==> config.mk <==
export PLATFORM = sky130hd
export DESIGN_NAME = oversampled_piecewise_linear_calibrator_flat
export DESIGN_NICKNAME = d
export VERILOG_FILES = /design/src/design/oplc_pkg.sv /design/src/design/oplc_ifs.sv /design/src/design/oversampled_piecewise_linear_calibrator.sv /design/src/design/oplc_cfg_regs.sv /design/src/design/oplc_div.sv /design/src/design/oplc_datapath.sv /design/src/design/oplc_ctrl.sv /design/src/flat_wrapper.sv
export SDC_FILE = /design/constraint.sdc
export NUM_CORES = 2
export LEC_CHECK = 0
export BUFFER_PORTS_ARGS = -buffer_cell sky130_fd_sc_hd__buf_2
export CAP_MARGIN = 20
export CORE_UTILIZATION = 60
export CTS_BUF_LIST = sky130_fd_sc_hd__clkbuf_8
export CTS_CLUSTER_SIZE = 25
export DETAILED_ROUTE_END_ITERATION = 7
export GPL_TIMING_DRIVEN = 0
export PLACE_DENSITY = 0.86
export SLEW_MARGIN = 20
export SYNTH_ARGS = -nofsm -noshare
export SYNTH_HDL_FRONTEND = slang
export SYNTH_SLANG_ARGS = --single-unit
export TNS_END_PERCENT = 100
==> constraint.sdc <==
create_clock -name clk -period 22.4 [get_ports clk]
set_input_delay 4.48 -clock clk [delete_from_list [all_inputs] [get_ports clk]]
set_output_delay 4.48 -clock clk [all_outputs]
set_load 0.01 [all_outputs]
==> src/design/oplc_pkg.sv <==
// ----------------------------------------------------------------------------
// oplc_pkg
// Shared constants, register codes, configuration and control types of the
// oversampled piecewise linear calibrator.
// ----------------------------------------------------------------------------
package oplc_pkg;

	localparam int WINDOW_SAMPLES_DEF = 16;
	localparam int SHIFT_BITS_DEF     = 4;
	localparam int SAMPLE_BITS_DEF    = 12;

	localparam int MAX_POINTS     = 5;
	localparam int NUM_POINT_REGS = 5;
	localparam int SEG_W          = $clog2(NUM_POINT_REGS);

	localparam int SCALE_W    = 24;
	localparam int MV_W       = 16;
	localparam int RAW_OUT_W  = 12;
	localparam int PTS_W      = 3;
	localparam int FRAC_W     = 16;
	localparam int CFG_IDX_W  = 4;
	localparam int CFG_DATA_W = 32;
	localparam int DIVISOR_W  = 16;
	localparam int Y_W        = MV_W + FRAC_W + 2;

	localparam logic [SCALE_W-1:0] SCALE_RESET  = SCALE_W'(65536);
	localparam logic [PTS_W-1:0]   POINTS_RESET = PTS_W'(2);
	localparam logic [PTS_W-1:0]   POINTS_MIN   = PTS_W'(2);
	localparam logic [PTS_W-1:0]   POINTS_MAX   = PTS_W'(MAX_POINTS);
	localparam logic [Y_W-1:0]     Y_MAX        = {2'b00, {MV_W{1'b1}}, {FRAC_W{1'b0}}};
	localparam logic [Y_W-1:0]     ROUND_HALF   = Y_W'(32768);

	typedef enum logic [CFG_IDX_W-1:0] {
		REG_SCALE_Q16  = 4'd0,
		REG_CAL_ENABLE = 4'd1,
		REG_POINTS     = 4'd2,
		REG_POINT_0    = 4'd3,
		REG_POINT_1    = 4'd4,
		REG_POINT_2    = 4'd5,
		REG_POINT_3    = 4'd6,
		REG_POINT_4    = 4'd7
	} cfg_reg_t;

	// Upper half is the actual value, lower half the measured value.
	typedef struct packed {
		logic [MV_W-1:0] act;
		logic [MV_W-1:0] meas;
	} cal_point_t;

	typedef struct packed {
		logic [SCALE_W-1:0]                    scale;
		logic                                  cal_en;
		logic [PTS_W-1:0]                      points;
		cal_point_t [NUM_POINT_REGS-1:0]       pts;
	} cfg_t;

	typedef enum logic [3:0] {
		ST_IDLE,
		ST_READ,
		ST_ACCUM,
		ST_SCALE,
		ST_SEARCH,
		ST_PREP,
		ST_MAG,
		ST_DIV_GO,
		ST_DIV_WAIT,
		ST_FIX,
		ST_LIMIT,
		ST_EMIT
	} state_t;

	typedef enum logic [3:0] {
		OP_NONE,
		OP_READ,
		OP_ACCUM,
		OP_SCALE,
		OP_SEARCH,
		OP_PREP,
		OP_MAG,
		OP_DIV_GO,
		OP_FIX,
		OP_LIMIT,
		OP_EMIT
	} dp_op_t;

	typedef struct packed {
		logic   load_sample;
		dp_op_t op;
	} dp_cmd_t;

	typedef struct packed {
		logic div_done;
		logic out_full;
	} dp_status_t;

endpackage

==> src/design/oplc_ifs.sv <==
// ----------------------------------------------------------------------------
// oplc channel interfaces
// Valid/ready channels for samples, results and configuration writes.
// ----------------------------------------------------------------------------
interface oplc_sample_if #(parameter int SAMPLE_BITS = oplc_pkg::SAMPLE_BITS_DEF);
	logic                   valid;
	logic                   ready;
	logic [SAMPLE_BITS-1:0] sample;

	modport source (output valid, output sample, input ready);
	modport sink   (input valid, input sample, output ready);
endinterface

interface oplc_result_if;
	import oplc_pkg::*;
	logic                 valid;
	logic                 ready;
	logic [RAW_OUT_W-1:0] averaged_raw;
	logic [MV_W-1:0]      voltage_mv;
	logic                 extrapolated;
	logic                 saturated;

	modport source (output valid, output averaged_raw, output voltage_mv,
		output extrapolated, output saturated, input ready);
	modport sink   (input valid, input averaged_raw, input voltage_mv,
		input extrapolated, input saturated, output ready);
endinterface

interface oplc_cfg_if;
	import oplc_pkg::*;
	logic                  valid;
	logic                  ready;
	logic [CFG_IDX_W-1:0]  index;
	logic [CFG_DATA_W-1:0] data;

	modport source (output valid, output index, output data, input ready);
	modport sink   (input valid, input index, input data, output ready);
endinterface

==> src/design/oversampled_piecewise_linear_calibrator.sv <==
// ----------------------------------------------------------------------------
// oversampled_piecewise_linear_calibrator
// Moving-window ADC averager with Q16 scaling and piecewise linear
// calibration to millivolts.
//
// Usage: sample_ch delivers one raw ADC conversion per beat. Each beat
// enters a ring of the last WINDOW_SAMPLES samples, and result_ch returns
// one beat with the averaged raw value, the calibrated voltage in
// millivolts and the extrapolated and saturated flags. cfg_ch writes the
// registers by index (0 scale, 1 enable, 2 point count, 3..7 points) and is
// always ready; write it only while no sample is in flight.
// A new sample is accepted only after the previous one has been emitted;
// most of its processing is done by the divider, which retires two
// quotient bits per cycle over the 52-bit interpolation product, with
// ten sequencer steps (read, accumulate, scale, search, prepare,
// magnitude, divider start, fix, limit, emit) around it.
// A finished result waits in the output register; the next sample is
// accepted and processed meanwhile and only its final step waits for the
// receiver. Reset clears the ring, its pointer and sum, and loads the
// register defaults.
// ----------------------------------------------------------------------------
module oversampled_piecewise_linear_calibrator #(
	parameter int WINDOW_SAMPLES = oplc_pkg::WINDOW_SAMPLES_DEF,
	parameter int SHIFT_BITS     = oplc_pkg::SHIFT_BITS_DEF,
	parameter int SAMPLE_BITS    = oplc_pkg::SAMPLE_BITS_DEF
) (
	input  logic          clk,
	input  logic          arst_n,
	oplc_sample_if.sink   sample_ch,
	oplc_result_if.source result_ch,
	oplc_cfg_if.sink      cfg_ch
);
	import oplc_pkg::*;

	cfg_t       cfg;
	dp_cmd_t    cmd;
	dp_status_t status;

	oplc_cfg_regs u_cfg (
		.clk    (clk),
		.arst_n (arst_n),
		.cfg_ch (cfg_ch),
		.cfg    (cfg)
	);

	oplc_ctrl u_ctrl (
		.clk      (clk),
		.arst_n   (arst_n),
		.in_valid (sample_ch.valid),
		.in_ready (sample_ch.ready),
		.status   (status),
		.cmd      (cmd)
	);

	oplc_datapath #(
		.WINDOW_SAMPLES (WINDOW_SAMPLES),
		.SHIFT_BITS     (SHIFT_BITS),
		.SAMPLE_BITS    (SAMPLE_BITS)
	) u_dp (
		.clk          (clk),
		.arst_n       (arst_n),
		.cmd          (cmd),
		.status       (status),
		.cfg          (cfg),
		.sample       (sample_ch.sample),
		.res_ready    (result_ch.ready),
		.res_valid    (result_ch.valid),
		.averaged_raw (result_ch.averaged_raw),
		.voltage_mv   (result_ch.voltage_mv),
		.extrapolated (result_ch.extrapolated),
		.saturated    (result_ch.saturated)
	);

endmodule

==> src/design/oplc_cfg_regs.sv <==
// ----------------------------------------------------------------------------
// oplc_cfg_regs
// Configuration register file: scale, calibration enable, point count and
// the five calibration points.
// ----------------------------------------------------------------------------
module oplc_cfg_regs (
	input  logic             clk,
	input  logic             arst_n,
	oplc_cfg_if.sink         cfg_ch,
	output oplc_pkg::cfg_t   cfg
);
	import oplc_pkg::*;

	cfg_t cfg_q;

	assign cfg_ch.ready = 1'b1;
	assign cfg = cfg_q;

	always_ff @(posedge clk or negedge arst_n) begin
		if (!arst_n) begin
			cfg_q.scale  <= SCALE_RESET;
			cfg_q.cal_en <= 1'b0;
			cfg_q.points <= POINTS_RESET;
			cfg_q.pts[0] <= '0;
			cfg_q.pts[1] <= '1;
			cfg_q.pts[2] <= '0;
			cfg_q.pts[3] <= '0;
			cfg_q.pts[4] <= '0;
		end else if (cfg_ch.valid) begin
			unique case (cfg_ch.index)
				REG_SCALE_Q16:  cfg_q.scale  <= cfg_ch.data[SCALE_W-1:0];
				REG_CAL_ENABLE: cfg_q.cal_en <= cfg_ch.data[0];
				REG_POINTS:     cfg_q.points <= cfg_ch.data[PTS_W-1:0];
				REG_POINT_0:    cfg_q.pts[0] <= cfg_ch.data;
				REG_POINT_1:    cfg_q.pts[1] <= cfg_ch.data;
				REG_POINT_2:    cfg_q.pts[2] <= cfg_ch.data;
				REG_POINT_3:    cfg_q.pts[3] <= cfg_ch.data;
				REG_POINT_4:    cfg_q.pts[4] <= cfg_ch.data;
				default: begin
				end
			endcase
		end
	end

endmodule

==> src/design/oplc_div.sv <==
// ----------------------------------------------------------------------------
// oplc_div
// Iterative unsigned divider, two restoring quotient bits per cycle,
// 16-bit divisor.
// ----------------------------------------------------------------------------
module oplc_div #(
	parameter int DIVIDEND_W = 52
) (
	input  logic                             clk,
	input  logic                             arst_n,
	input  logic                             start,
	input  logic [DIVIDEND_W-1:0]            dividend,
	input  logic [oplc_pkg::DIVISOR_W-1:0]   divisor,
	output logic                             done,
	output logic [DIVIDEND_W-1:0]            quotient,
	output logic [oplc_pkg::DIVISOR_W-1:0]   remainder
);
	import oplc_pkg::*;

	localparam int STEPS = (DIVIDEND_W + 1) / 2;
	localparam int PAD_W = 2 * STEPS;
	localparam int CNT_W = $clog2(STEPS + 1);

	logic [PAD_W-1:0]     dq_q;
	logic [DIVISOR_W-1:0] rem_q;
	logic [DIVISOR_W-1:0] dvs_q;
	logic [CNT_W-1:0]     cnt_q;
	logic                 done_q;

	logic [DIVISOR_W:0]   r1, r2, rm1, rm2;
	logic                 ge1, ge2;

	// Dividend bits shift out at the top while quotient bits shift in below.
	always_comb begin
		r1  = {rem_q, dq_q[PAD_W-1]};
		ge1 = r1 >= {1'b0, dvs_q};
		rm1 = ge1 ? r1 - {1'b0, dvs_q} : r1;
		r2  = {rm1[DIVISOR_W-1:0], dq_q[PAD_W-2]};
		ge2 = r2 >= {1'b0, dvs_q};
		rm2 = ge2 ? r2 - {1'b0, dvs_q} : r2;
	end

	always_ff @(posedge clk or negedge arst_n) begin
		if (!arst_n) begin
			cnt_q  <= '0;
			done_q <= 1'b0;
		end else if (start) begin
			cnt_q  <= CNT_W'(STEPS);
			done_q <= 1'b0;
		end else if (cnt_q != '0) begin
			cnt_q <= cnt_q - 1'b1;
			if (cnt_q == CNT_W'(1)) begin
				done_q <= 1'b1;
			end
		end
	end

	always_ff @(posedge clk) begin
		if (start) begin
			dq_q  <= PAD_W'(dividend);
			rem_q <= '0;
			dvs_q <= divisor;
		end else if (cnt_q != '0) begin
			dq_q  <= {dq_q[PAD_W-3:0], ge1, ge2};
			rem_q <= rm2[DIVISOR_W-1:0];
		end
	end

	assign done      = done_q;
	assign quotient  = DIVIDEND_W'(dq_q);
	assign remainder = rem_q;

endmodule

==> src/design/oplc_datapath.sv <==
// ----------------------------------------------------------------------------
// oplc_datapath
// Sample ring and running sum, Q16 scaling, segment search, interpolation
// with the iterative divider, clamping, rounding and the result register.
// ----------------------------------------------------------------------------
module oplc_datapath #(
	parameter int WINDOW_SAMPLES = oplc_pkg::WINDOW_SAMPLES_DEF,
	parameter int SHIFT_BITS     = oplc_pkg::SHIFT_BITS_DEF,
	parameter int SAMPLE_BITS    = oplc_pkg::SAMPLE_BITS_DEF
) (
	input  logic                             clk,
	input  logic                             arst_n,
	input  oplc_pkg::dp_cmd_t                cmd,
	output oplc_pkg::dp_status_t             status,
	input  oplc_pkg::cfg_t                   cfg,
	input  logic [SAMPLE_BITS-1:0]           sample,
	input  logic                             res_ready,
	output logic                             res_valid,
	output logic [oplc_pkg::RAW_OUT_W-1:0]   averaged_raw,
	output logic [oplc_pkg::MV_W-1:0]        voltage_mv,
	output logic                             extrapolated,
	output logic                             saturated
);
	import oplc_pkg::*;

	localparam int PTR_W = $clog2(WINDOW_SAMPLES);
	localparam int SUM_W = SAMPLE_BITS + PTR_W;
	localparam int AVG_W = SUM_W - SHIFT_BITS;
	localparam int X_W   = AVG_W + SCALE_W;
	localparam int XE_W  = (X_W > MV_W + FRAC_W) ? X_W : MV_W + FRAC_W;
	localparam int MAG_W = XE_W + MV_W;
	localparam logic [PTR_W-1:0] PTR_LAST = PTR_W'(WINDOW_SAMPLES - 1);

	// Sample ring with per-entry valid bits; an unwritten entry reads as zero.
	logic [SAMPLE_BITS-1:0]    ring_mem [WINDOW_SAMPLES];
	logic [WINDOW_SAMPLES-1:0] ring_vld_q;
	logic [SAMPLE_BITS-1:0]    rd_data_q;
	logic [PTR_W-1:0]          ptr_q;
	logic [SUM_W-1:0]          sum_q;
	logic [SAMPLE_BITS-1:0]    sample_q;

	logic [XE_W-1:0]      x_q;
	logic                 extra_q;
	logic [MV_W-1:0]      m1_q, m2_q, a1_q, a2_q;
	logic                 flat_q;
	logic                 neg_q;
	logic [XE_W-1:0]      off_q;
	logic [MV_W-1:0]      da_q;
	logic [DIVISOR_W-1:0] d_q;
	logic [MAG_W-1:0]     mag_q;
	logic [MAG_W-1:0]     qc_q;
	logic                 neg_eff_q;
	logic [Y_W-1:0]       y_q;
	logic                 sat_q;

	logic                 res_valid_q;
	logic [RAW_OUT_W-1:0] raw_q;
	logic [MV_W-1:0]      mv_q;
	logic                 extra_out_q;
	logic                 sat_out_q;

	logic                 div_done;
	logic [MAG_W-1:0]     div_quot;
	logic [DIVISOR_W-1:0] div_rem;

	logic [SAMPLE_BITS-1:0] old_sample;
	logic [AVG_W-1:0]       avg;
	logic [X_W-1:0]         prod;

	logic [NUM_POINT_REGS-1:0] ge, le;
	logic [PTS_W-1:0]          n_eff;
	logic                      le_last;
	logic                      in_range;
	logic                      found;
	logic [SEG_W-1:0]          seg;
	logic [SEG_W-1:0]          seg_next;

	logic [XE_W-1:0] mstart;
	logic            off_neg;
	logic            da_neg;

	logic            neg_eff;
	logic [Y_W-1:0]  base;
	logic [Y_W-1:0]  y_next;
	logic            sat_next;
	logic [Y_W-1:0]  y_round;

	assign old_sample = ring_vld_q[ptr_q] ? rd_data_q : '0;
	assign avg        = sum_q[SUM_W-1:SHIFT_BITS];
	assign prod       = X_W'(avg) * X_W'(cfg.scale);

	// Segment search: the first segment whose ends bracket x, otherwise the
	// first or last segment for extrapolation.
	always_comb begin
		if (cfg.points < POINTS_MIN) begin
			n_eff = POINTS_MIN;
		end else if (cfg.points > POINTS_MAX) begin
			n_eff = POINTS_MAX;
		end else begin
			n_eff = cfg.points;
		end
		le_last = 1'b0;
		for (int k = 0; k < NUM_POINT_REGS; k++) begin
			ge[k] = x_q >= XE_W'({cfg.pts[k].meas, {FRAC_W{1'b0}}});
			le[k] = x_q <= XE_W'({cfg.pts[k].meas, {FRAC_W{1'b0}}});
			if (k == int'(n_eff) - 1) begin
				le_last = le[k];
			end
		end
		in_range = ge[0] && le_last;
		found    = 1'b0;
		seg      = '0;
		for (int k = 0; k < NUM_POINT_REGS - 1; k++) begin
			if (!found && in_range && (k + 1 < int'(n_eff)) && ge[k] && le[k+1]) begin
				found = 1'b1;
				seg   = SEG_W'(k);
			end
		end
		if (!found) begin
			seg = ge[0] ? SEG_W'(n_eff - PTS_W'(2)) : '0;
		end
		seg_next = SEG_W'(seg + 1'b1);
	end

	always_comb begin
		mstart  = XE_W'({m1_q, {FRAC_W{1'b0}}});
		off_neg = x_q < mstart;
		da_neg  = a2_q < a1_q;
	end

	// Interpolated value before the final clamp.
	always_comb begin
		neg_eff  = neg_q && (mag_q != '0);
		base     = Y_W'({a1_q, {FRAC_W{1'b0}}});
		y_next   = base;
		sat_next = 1'b0;
		if (!cfg.cal_en) begin
			if (XE_W'(x_q) > XE_W'(Y_MAX)) begin
				y_next   = Y_MAX;
				sat_next = 1'b1;
			end else begin
				y_next = Y_W'(x_q);
			end
		end else if (flat_q) begin
			y_next = base;
		end else if (neg_eff_q) begin
			if (qc_q > MAG_W'(base)) begin
				y_next   = '0;
				sat_next = 1'b1;
			end else begin
				y_next = base - Y_W'(qc_q);
			end
		end else begin
			if (qc_q > MAG_W'(Y_MAX)) begin
				y_next   = Y_MAX;
				sat_next = 1'b1;
			end else begin
				y_next = base + Y_W'(qc_q);
			end
		end
		y_round = y_q + ROUND_HALF;
	end

	oplc_div #(
		.DIVIDEND_W (MAG_W)
	) u_div (
		.clk       (clk),
		.arst_n    (arst_n),
		.start     (cmd.op == OP_DIV_GO),
		.dividend  (mag_q),
		.divisor   (d_q),
		.done      (div_done),
		.quotient  (div_quot),
		.remainder (div_rem)
	);

	always_ff @(posedge clk or negedge arst_n) begin
		if (!arst_n) begin
			ring_vld_q  <= '0;
			ptr_q       <= '0;
			sum_q       <= '0;
			res_valid_q <= 1'b0;
		end else begin
			if (cmd.op == OP_ACCUM) begin
				ring_vld_q[ptr_q] <= 1'b1;
				sum_q <= sum_q - SUM_W'(old_sample) + SUM_W'(sample_q);
				ptr_q <= (ptr_q == PTR_LAST) ? '0 : ptr_q + 1'b1;
			end
			if (cmd.op == OP_EMIT) begin
				res_valid_q <= 1'b1;
			end else if (res_ready) begin
				res_valid_q <= 1'b0;
			end
		end
	end

	always_ff @(posedge clk) begin
		if (cmd.load_sample) begin
			sample_q <= sample;
		end
		unique case (cmd.op)
			OP_READ: begin
				rd_data_q <= ring_mem[ptr_q];
			end
			OP_ACCUM: begin
				ring_mem[ptr_q] <= sample_q;
			end
			OP_SCALE: begin
				x_q <= XE_W'(prod);
			end
			OP_SEARCH: begin
				extra_q <= cfg.cal_en && !found;
				m1_q    <= cfg.pts[seg].meas;
				a1_q    <= cfg.pts[seg].act;
				m2_q    <= cfg.pts[seg_next].meas;
				a2_q    <= cfg.pts[seg_next].act;
			end
			OP_PREP: begin
				flat_q <= m2_q <= m1_q;
				d_q    <= m2_q - m1_q;
				neg_q  <= off_neg ^ da_neg;
				off_q  <= off_neg ? mstart - x_q : x_q - mstart;
				da_q   <= da_neg ? a1_q - a2_q : a2_q - a1_q;
			end
			OP_MAG: begin
				mag_q <= MAG_W'(off_q) * MAG_W'(da_q);
			end
			OP_FIX: begin
				// Rounds the quotient toward minus infinity when the slope term is negative.
				neg_eff_q <= neg_eff;
				qc_q      <= div_quot + MAG_W'(neg_eff && (div_rem != '0));
			end
			OP_LIMIT: begin
				y_q   <= y_next;
				sat_q <= sat_next;
			end
			OP_EMIT: begin
				raw_q       <= RAW_OUT_W'(avg);
				extra_out_q <= extra_q;
				if (y_q > Y_MAX) begin
					mv_q      <= '1;
					sat_out_q <= 1'b1;
				end else begin
					mv_q      <= y_round[FRAC_W +: MV_W];
					sat_out_q <= sat_q;
				end
			end
			default: begin
			end
		endcase
	end

	assign status.div_done = div_done;
	assign status.out_full = res_valid_q;

	assign res_valid    = res_valid_q;
	assign averaged_raw = raw_q;
	assign voltage_mv   = mv_q;
	assign extrapolated = extra_out_q;
	assign saturated    = sat_out_q;

endmodule

==> src/design/oplc_ctrl.sv <==
// ----------------------------------------------------------------------------
// oplc_ctrl
// Sequencer that walks one sample through the datapath steps.
// ----------------------------------------------------------------------------
module oplc_ctrl (
	input  logic                   clk,
	input  logic                   arst_n,
	input  logic                   in_valid,
	output logic                   in_ready,
	input  oplc_pkg::dp_status_t   status,
	output oplc_pkg::dp_cmd_t      cmd
);
	import oplc_pkg::*;

	state_t state_q, state_d;

	always_ff @(posedge clk or negedge arst_n) begin
		if (!arst_n) begin
			state_q <= ST_IDLE;
		end else begin
			state_q <= state_d;
		end
	end

	always_comb begin
		state_d         = state_q;
		in_ready        = 1'b0;
		cmd.load_sample = 1'b0;
		cmd.op          = OP_NONE;
		unique case (state_q)
			ST_IDLE: begin
				in_ready = 1'b1;
				if (in_valid) begin
					cmd.load_sample = 1'b1;
					state_d         = ST_READ;
				end
			end
			ST_READ: begin
				cmd.op  = OP_READ;
				state_d = ST_ACCUM;
			end
			ST_ACCUM: begin
				cmd.op  = OP_ACCUM;
				state_d = ST_SCALE;
			end
			ST_SCALE: begin
				cmd.op  = OP_SCALE;
				state_d = ST_SEARCH;
			end
			ST_SEARCH: begin
				cmd.op  = OP_SEARCH;
				state_d = ST_PREP;
			end
			ST_PREP: begin
				cmd.op  = OP_PREP;
				state_d = ST_MAG;
			end
			ST_MAG: begin
				cmd.op  = OP_MAG;
				state_d = ST_DIV_GO;
			end
			ST_DIV_GO: begin
				cmd.op  = OP_DIV_GO;
				state_d = ST_DIV_WAIT;
			end
			ST_DIV_WAIT: begin
				if (status.div_done) begin
					state_d = ST_FIX;
				end
			end
			ST_FIX: begin
				cmd.op  = OP_FIX;
				state_d = ST_LIMIT;
			end
			ST_LIMIT: begin
				cmd.op  = OP_LIMIT;
				state_d = ST_EMIT;
			end
			ST_EMIT: begin
				// Waits here while the previous result is still held.
				if (!status.out_full) begin
					cmd.op  = OP_EMIT;
					state_d = ST_IDLE;
				end
			end
			default: begin
				state_d = ST_IDLE;
			end
		endcase
	end

endmodule
==> src/flat_wrapper.sv <==
// flat-port wrapper written by rule: the top's interface ports become plain ports
module oversampled_piecewise_linear_calibrator_flat import oplc_pkg::*;
#(
	parameter int WINDOW_SAMPLES = oplc_pkg::WINDOW_SAMPLES_DEF,
	parameter int SHIFT_BITS     = oplc_pkg::SHIFT_BITS_DEF,
	parameter int SAMPLE_BITS    = oplc_pkg::SAMPLE_BITS_DEF
)
  (clk, arst_n, sample_ch_valid, sample_ch_sample, sample_ch_ready, result_ch_valid, result_ch_averaged_raw, result_ch_voltage_mv, result_ch_extrapolated, result_ch_saturated, result_ch_ready, cfg_ch_valid, cfg_ch_index, cfg_ch_data, cfg_ch_ready);
  oplc_sample_if #(.SAMPLE_BITS(SAMPLE_BITS)) sample_ch_i ();
  oplc_result_if result_ch_i ();
  oplc_cfg_if cfg_ch_i ();
  input  logic clk;
  input  logic arst_n;
  input wire logic [$bits(sample_ch_i.valid)-1:0] sample_ch_valid;
  input wire logic [$bits(sample_ch_i.sample)-1:0] sample_ch_sample;
  output wire logic [$bits(sample_ch_i.ready)-1:0] sample_ch_ready;
  output wire logic [$bits(result_ch_i.valid)-1:0] result_ch_valid;
  output wire logic [$bits(result_ch_i.averaged_raw)-1:0] result_ch_averaged_raw;
  output wire logic [$bits(result_ch_i.voltage_mv)-1:0] result_ch_voltage_mv;
  output wire logic [$bits(result_ch_i.extrapolated)-1:0] result_ch_extrapolated;
  output wire logic [$bits(result_ch_i.saturated)-1:0] result_ch_saturated;
  input wire logic [$bits(result_ch_i.ready)-1:0] result_ch_ready;
  input wire logic [$bits(cfg_ch_i.valid)-1:0] cfg_ch_valid;
  input wire logic [$bits(cfg_ch_i.index)-1:0] cfg_ch_index;
  input wire logic [$bits(cfg_ch_i.data)-1:0] cfg_ch_data;
  output wire logic [$bits(cfg_ch_i.ready)-1:0] cfg_ch_ready;
  assign sample_ch_i.valid = sample_ch_valid;
  assign sample_ch_i.sample = sample_ch_sample;
  assign sample_ch_ready = sample_ch_i.ready;
  assign result_ch_valid = result_ch_i.valid;
  assign result_ch_averaged_raw = result_ch_i.averaged_raw;
  assign result_ch_voltage_mv = result_ch_i.voltage_mv;
  assign result_ch_extrapolated = result_ch_i.extrapolated;
  assign result_ch_saturated = result_ch_i.saturated;
  assign result_ch_i.ready = result_ch_ready;
  assign cfg_ch_i.valid = cfg_ch_valid;
  assign cfg_ch_i.index = cfg_ch_index;
  assign cfg_ch_i.data = cfg_ch_data;
  assign cfg_ch_ready = cfg_ch_i.ready;
  oversampled_piecewise_linear_calibrator #(.WINDOW_SAMPLES(WINDOW_SAMPLES), .SHIFT_BITS(SHIFT_BITS), .SAMPLE_BITS(SAMPLE_BITS)) u_core (.clk(clk), .arst_n(arst_n), .sample_ch(sample_ch_i), .result_ch(result_ch_i), .cfg_ch(cfg_ch_i));
endmodule
==> run_results.csv <==
group,metric,value,unit
route,drcViolationCount,0,
timing,slew_headroom,19.02,%
critical_path,worstPathRequired,23.01,ns
critical_path,cp_data_arrival_time,9.88,ns
grt,globalRouteOverflowTotal,0,
placed_design,dp_hpwl,179900,um
synthesis,synthCells,7285,
synthesis,synth_top_family_by_area,"adder cells",
critical_path,setup.worst_path.start_class,"register",
placed_design,port_buffers,84,
route,drtIter0Drc,7608,
die,die_h,353.5,um
final_layout,fin_nets,8786,
clocking,root_buffer,"clkbuf_8",
synthesis,synth-xor-area-share,2.859,%
run,maxCapViolations,0,
clocking,insertion_delay,0.91,ns
die,num_rows,128,
grt,grt_pass1_vias,60429,
die,initial_utilization,60.67,%
route,drt_pass1_iterations,6,
timing,setup_viol,0,
timing,rsz0062_at_grt,"false",
grt,grtUsageTotal,37.50,%
hold_path,hold_class,"register to register",
clocking,cts_hold_buffers,0,
critical_path,endpoint_kind,"register",
timing,worst_hold_slack,0.4155,ns
synthesis,synthFlopType,"edfxtp_1",
synthesis,syn_nets,8521,
synthesis,synth_compound_area_share,10.96,%
synthesis,synthAdderAreaFrac,27.18,%
die,die_width,353.5,um
grt,grt_max_degree,96,
route,vias_per_cell,6.336,
clocking,cts_tree,"done",
grt,antenna_found_initial,16,
clocking,clockBufferDepth,3,
timing,skew,0.05514,ns
synthesis,synth.distinct_cells,93,
synthesis,synth_area,74140,um^2
die,io_pins,86,
grt,grt_pass1_wl,354500,um
die,die-area,125000,um^2
route,vias,59062,
clocking,path_clk_slew,0.06,ns
clocking,cts_resized,0,
critical_path,worstPathMaxFanout,10,
synthesis,ys_ff_latch,876,
synthesis,avgSynthCellArea,10.18,um^2
final_layout,layout-drive-gt1-share,8.791,%
final_layout,final_core_util,65.63,%
die,core_area,122200,um^2
timing,period_share,41.38,%
route,routedWlPerCell,24.84,um
outcome,status,"finished clean",
placed_design,place.gp.congestion,1.033,
synthesis,synth-edff-count,625,
clocking,cts_made_buffers,149,
clocking,cts_setup_buffers,0,
synthesis,synth_mux_area_share,4.526,%
synthesis,ys_seq_area_share,33.74,%
final_layout,syn2layout_area_growth,8.163,%
timing,maxSlewViolCount,0,
synthesis,ys_warn_count,0,
route,wl,231500,um
timing,hold_viol,0,
final_layout,final_common_cell,"nand2_1",
clocking,htree_levels,4,
synthesis,async_flop_share,26.83,%
timing,period_needed,9.268,ns
final_layout,final_cell_mix,"nand2_1, inv_1, fa_1, edfxtp_1, ha_1",
route,antenna_left,0,
timing,tns,0,ns
clocking,clock_sinks,876,
critical_path,crit_type,"register to register",
timing,worst_slew_pin_slew,1.215,ns
final_layout,fillers,9183,
timing,max_freq,0.1079,GHz
synthesis,synthSimpleGateAreaFrac,13.79,%
==> layout make-up <==
type	count	area, um^2	area share, %
Antenna cell	18	45.04	0.05617
Buffer	375	1478	1.843
Clock buffer	156	2147	2.677
Clock inverter	123	903.4	1.127
Inverter	979	3675	4.582
Multi-Input combinational cell	5055	44090	54.98
Sequential cell	876	25010	31.19
Tap cell	1625	2033	2.535
Timing Repair Buffer	114	809.5	1.009
==> worst max-delay path: stages (launching register included) <==
cell and delay, ns:
edfxtp_1 0.33, clkbuf_1 0.86, clkbuf_1 0.59, nand2_1 0.20
fa_1 0.56, inv_1 0.06, fa_1 0.53, inv_1 0.05
fa_1 0.51, inv_1 0.06, fa_1 0.54, inv_1 0.06
fa_1 0.50, inv_1 0.05, fa_1 0.38, ha_1 0.37
a21o_1 0.19, a21o_1 0.18, a21o_1 0.20, a211oi_1 0.25
o21ai_0 0.21, and2_1 0.27, a2111oi_0 0.79, nor4_1 0.16
o2111ai_1 0.33, a21oi_1 0.10, or4b_2 0.66
==> stage by stage <==
| step | cells | area, um^2 | setup slack [ns] |
|---|---|---|---|
| 4_1_cts | 9303 | 80130 | 13.32 |
| 2_1_floorplan | 7285 | 74140 | 15.16 |
| 6_report | 9321 | 80190 | 13.13 |
| 5_1_grt | 9308 | 80160 | 12.74 |
| 3_3_place_gp | 8994 | 76590 | 12.24 |
| 3_5_place_dp | 9024 | 77080 | 13.35 |
==> cells by family (layout without fill, tap and decap cells) <==
logic type      after synthesis  in the layout
simple gates               2158           2158
xor+xnor                    242            242
fa+ha+maj                  1183           1183
other cells                   1             19
buf+inv                    1354           1747
mux                         236            236
flops                       876            876
compound gates             1235           1235
==> worst paths after layout <==
path,startpoint,end,slack [ns],depth (start not counted)
setup / recovery,u_core.u_dp.da_q[2],u_core.u_dp.mag_q[49],13.13,26
hold / removal,u_core.u_dp.d_q[1],u_core.u_dp.u_div.dvs_q[1],0.42,0
setup reg to reg,u_core.u_dp.da_q[2],u_core.u_dp.mag_q[49],13.13,26
hold reg to reg,u_core.u_dp.d_q[1],u_core.u_dp.u_div.dvs_q[1],0.42,0
max in group asynchronous,arst_n,u_core.u_dp.sum_q[10],17.83,2
min in group asynchronous,arst_n,u_core.u_cfg.cfg[91],3.58,1
==> cells in the mapped netlist (45+ instances only) <==
| library cell | instances | area [um^2] |
|---|---|---|
| inv_1 | 976 | 3664 |
| nand2_1 | 1039 | 3900 |
| nor4_1 | 45 | 281.5 |
| ha_1 | 470 | 5881 |
| nor2_1 | 212 | 795.8 |
| nor3_1 | 85 | 425.4 |
| o211ai_1 | 80 | 600.6 |
| edfxtp_1 | 625 | 18770 |
| mux2_2 | 144 | 1622 |
| nor2b_1 | 48 | 300.3 |
| a21o_1 | 114 | 855.8 |
| nand2b_1 | 45 | 281.5 |
| dfrtp_1 | 201 | 5030 |
| xor2_1 | 74 | 648.1 |
| nand3_1 | 159 | 795.8 |
| fa_1 | 713 | 14270 |
| and2_1 | 299 | 1871 |
| o21ai_0 | 326 | 1632 |
| a21oi_1 | 292 | 1461 |
| xnor2_1 | 168 | 1471 |
| nand4_1 | 72 | 450.4 |
| mux4_2 | 65 | 1464 |
| clkbuf_1 | 326 | 1224 |
==> registers in the layout, summed over array words and instances (netlist names), 34 cells and up <==
name                        flops
u_core.u_dp.y_q                34
u_core.u_dp.qc_q               52
u_core.u_dp.u_div.quotient     52
u_core.u_cfg.cfg              188
u_core.u_dp.off_q              36
u_core.u_dp.ring_mem          192
u_core.u_dp.x_q                36
u_core.u_dp.mag_q              52
==> layer usage <==
layer | vias to the layer above | track usage (%) | wire length [um]
met5 | - | 0 | 40
met3 | 948 | 10.60 | 28950
li1 | 25173 | - | -
met2 | 4010 | 57.49 | 103300
met1 | 28925 | 48.25 | 84540
met4 | 6 | 20.72 | 14720
Power is left out: the tool's default activity adds up to more than one toggle a clock period on the data nets, which glitch-free logic cannot reach.
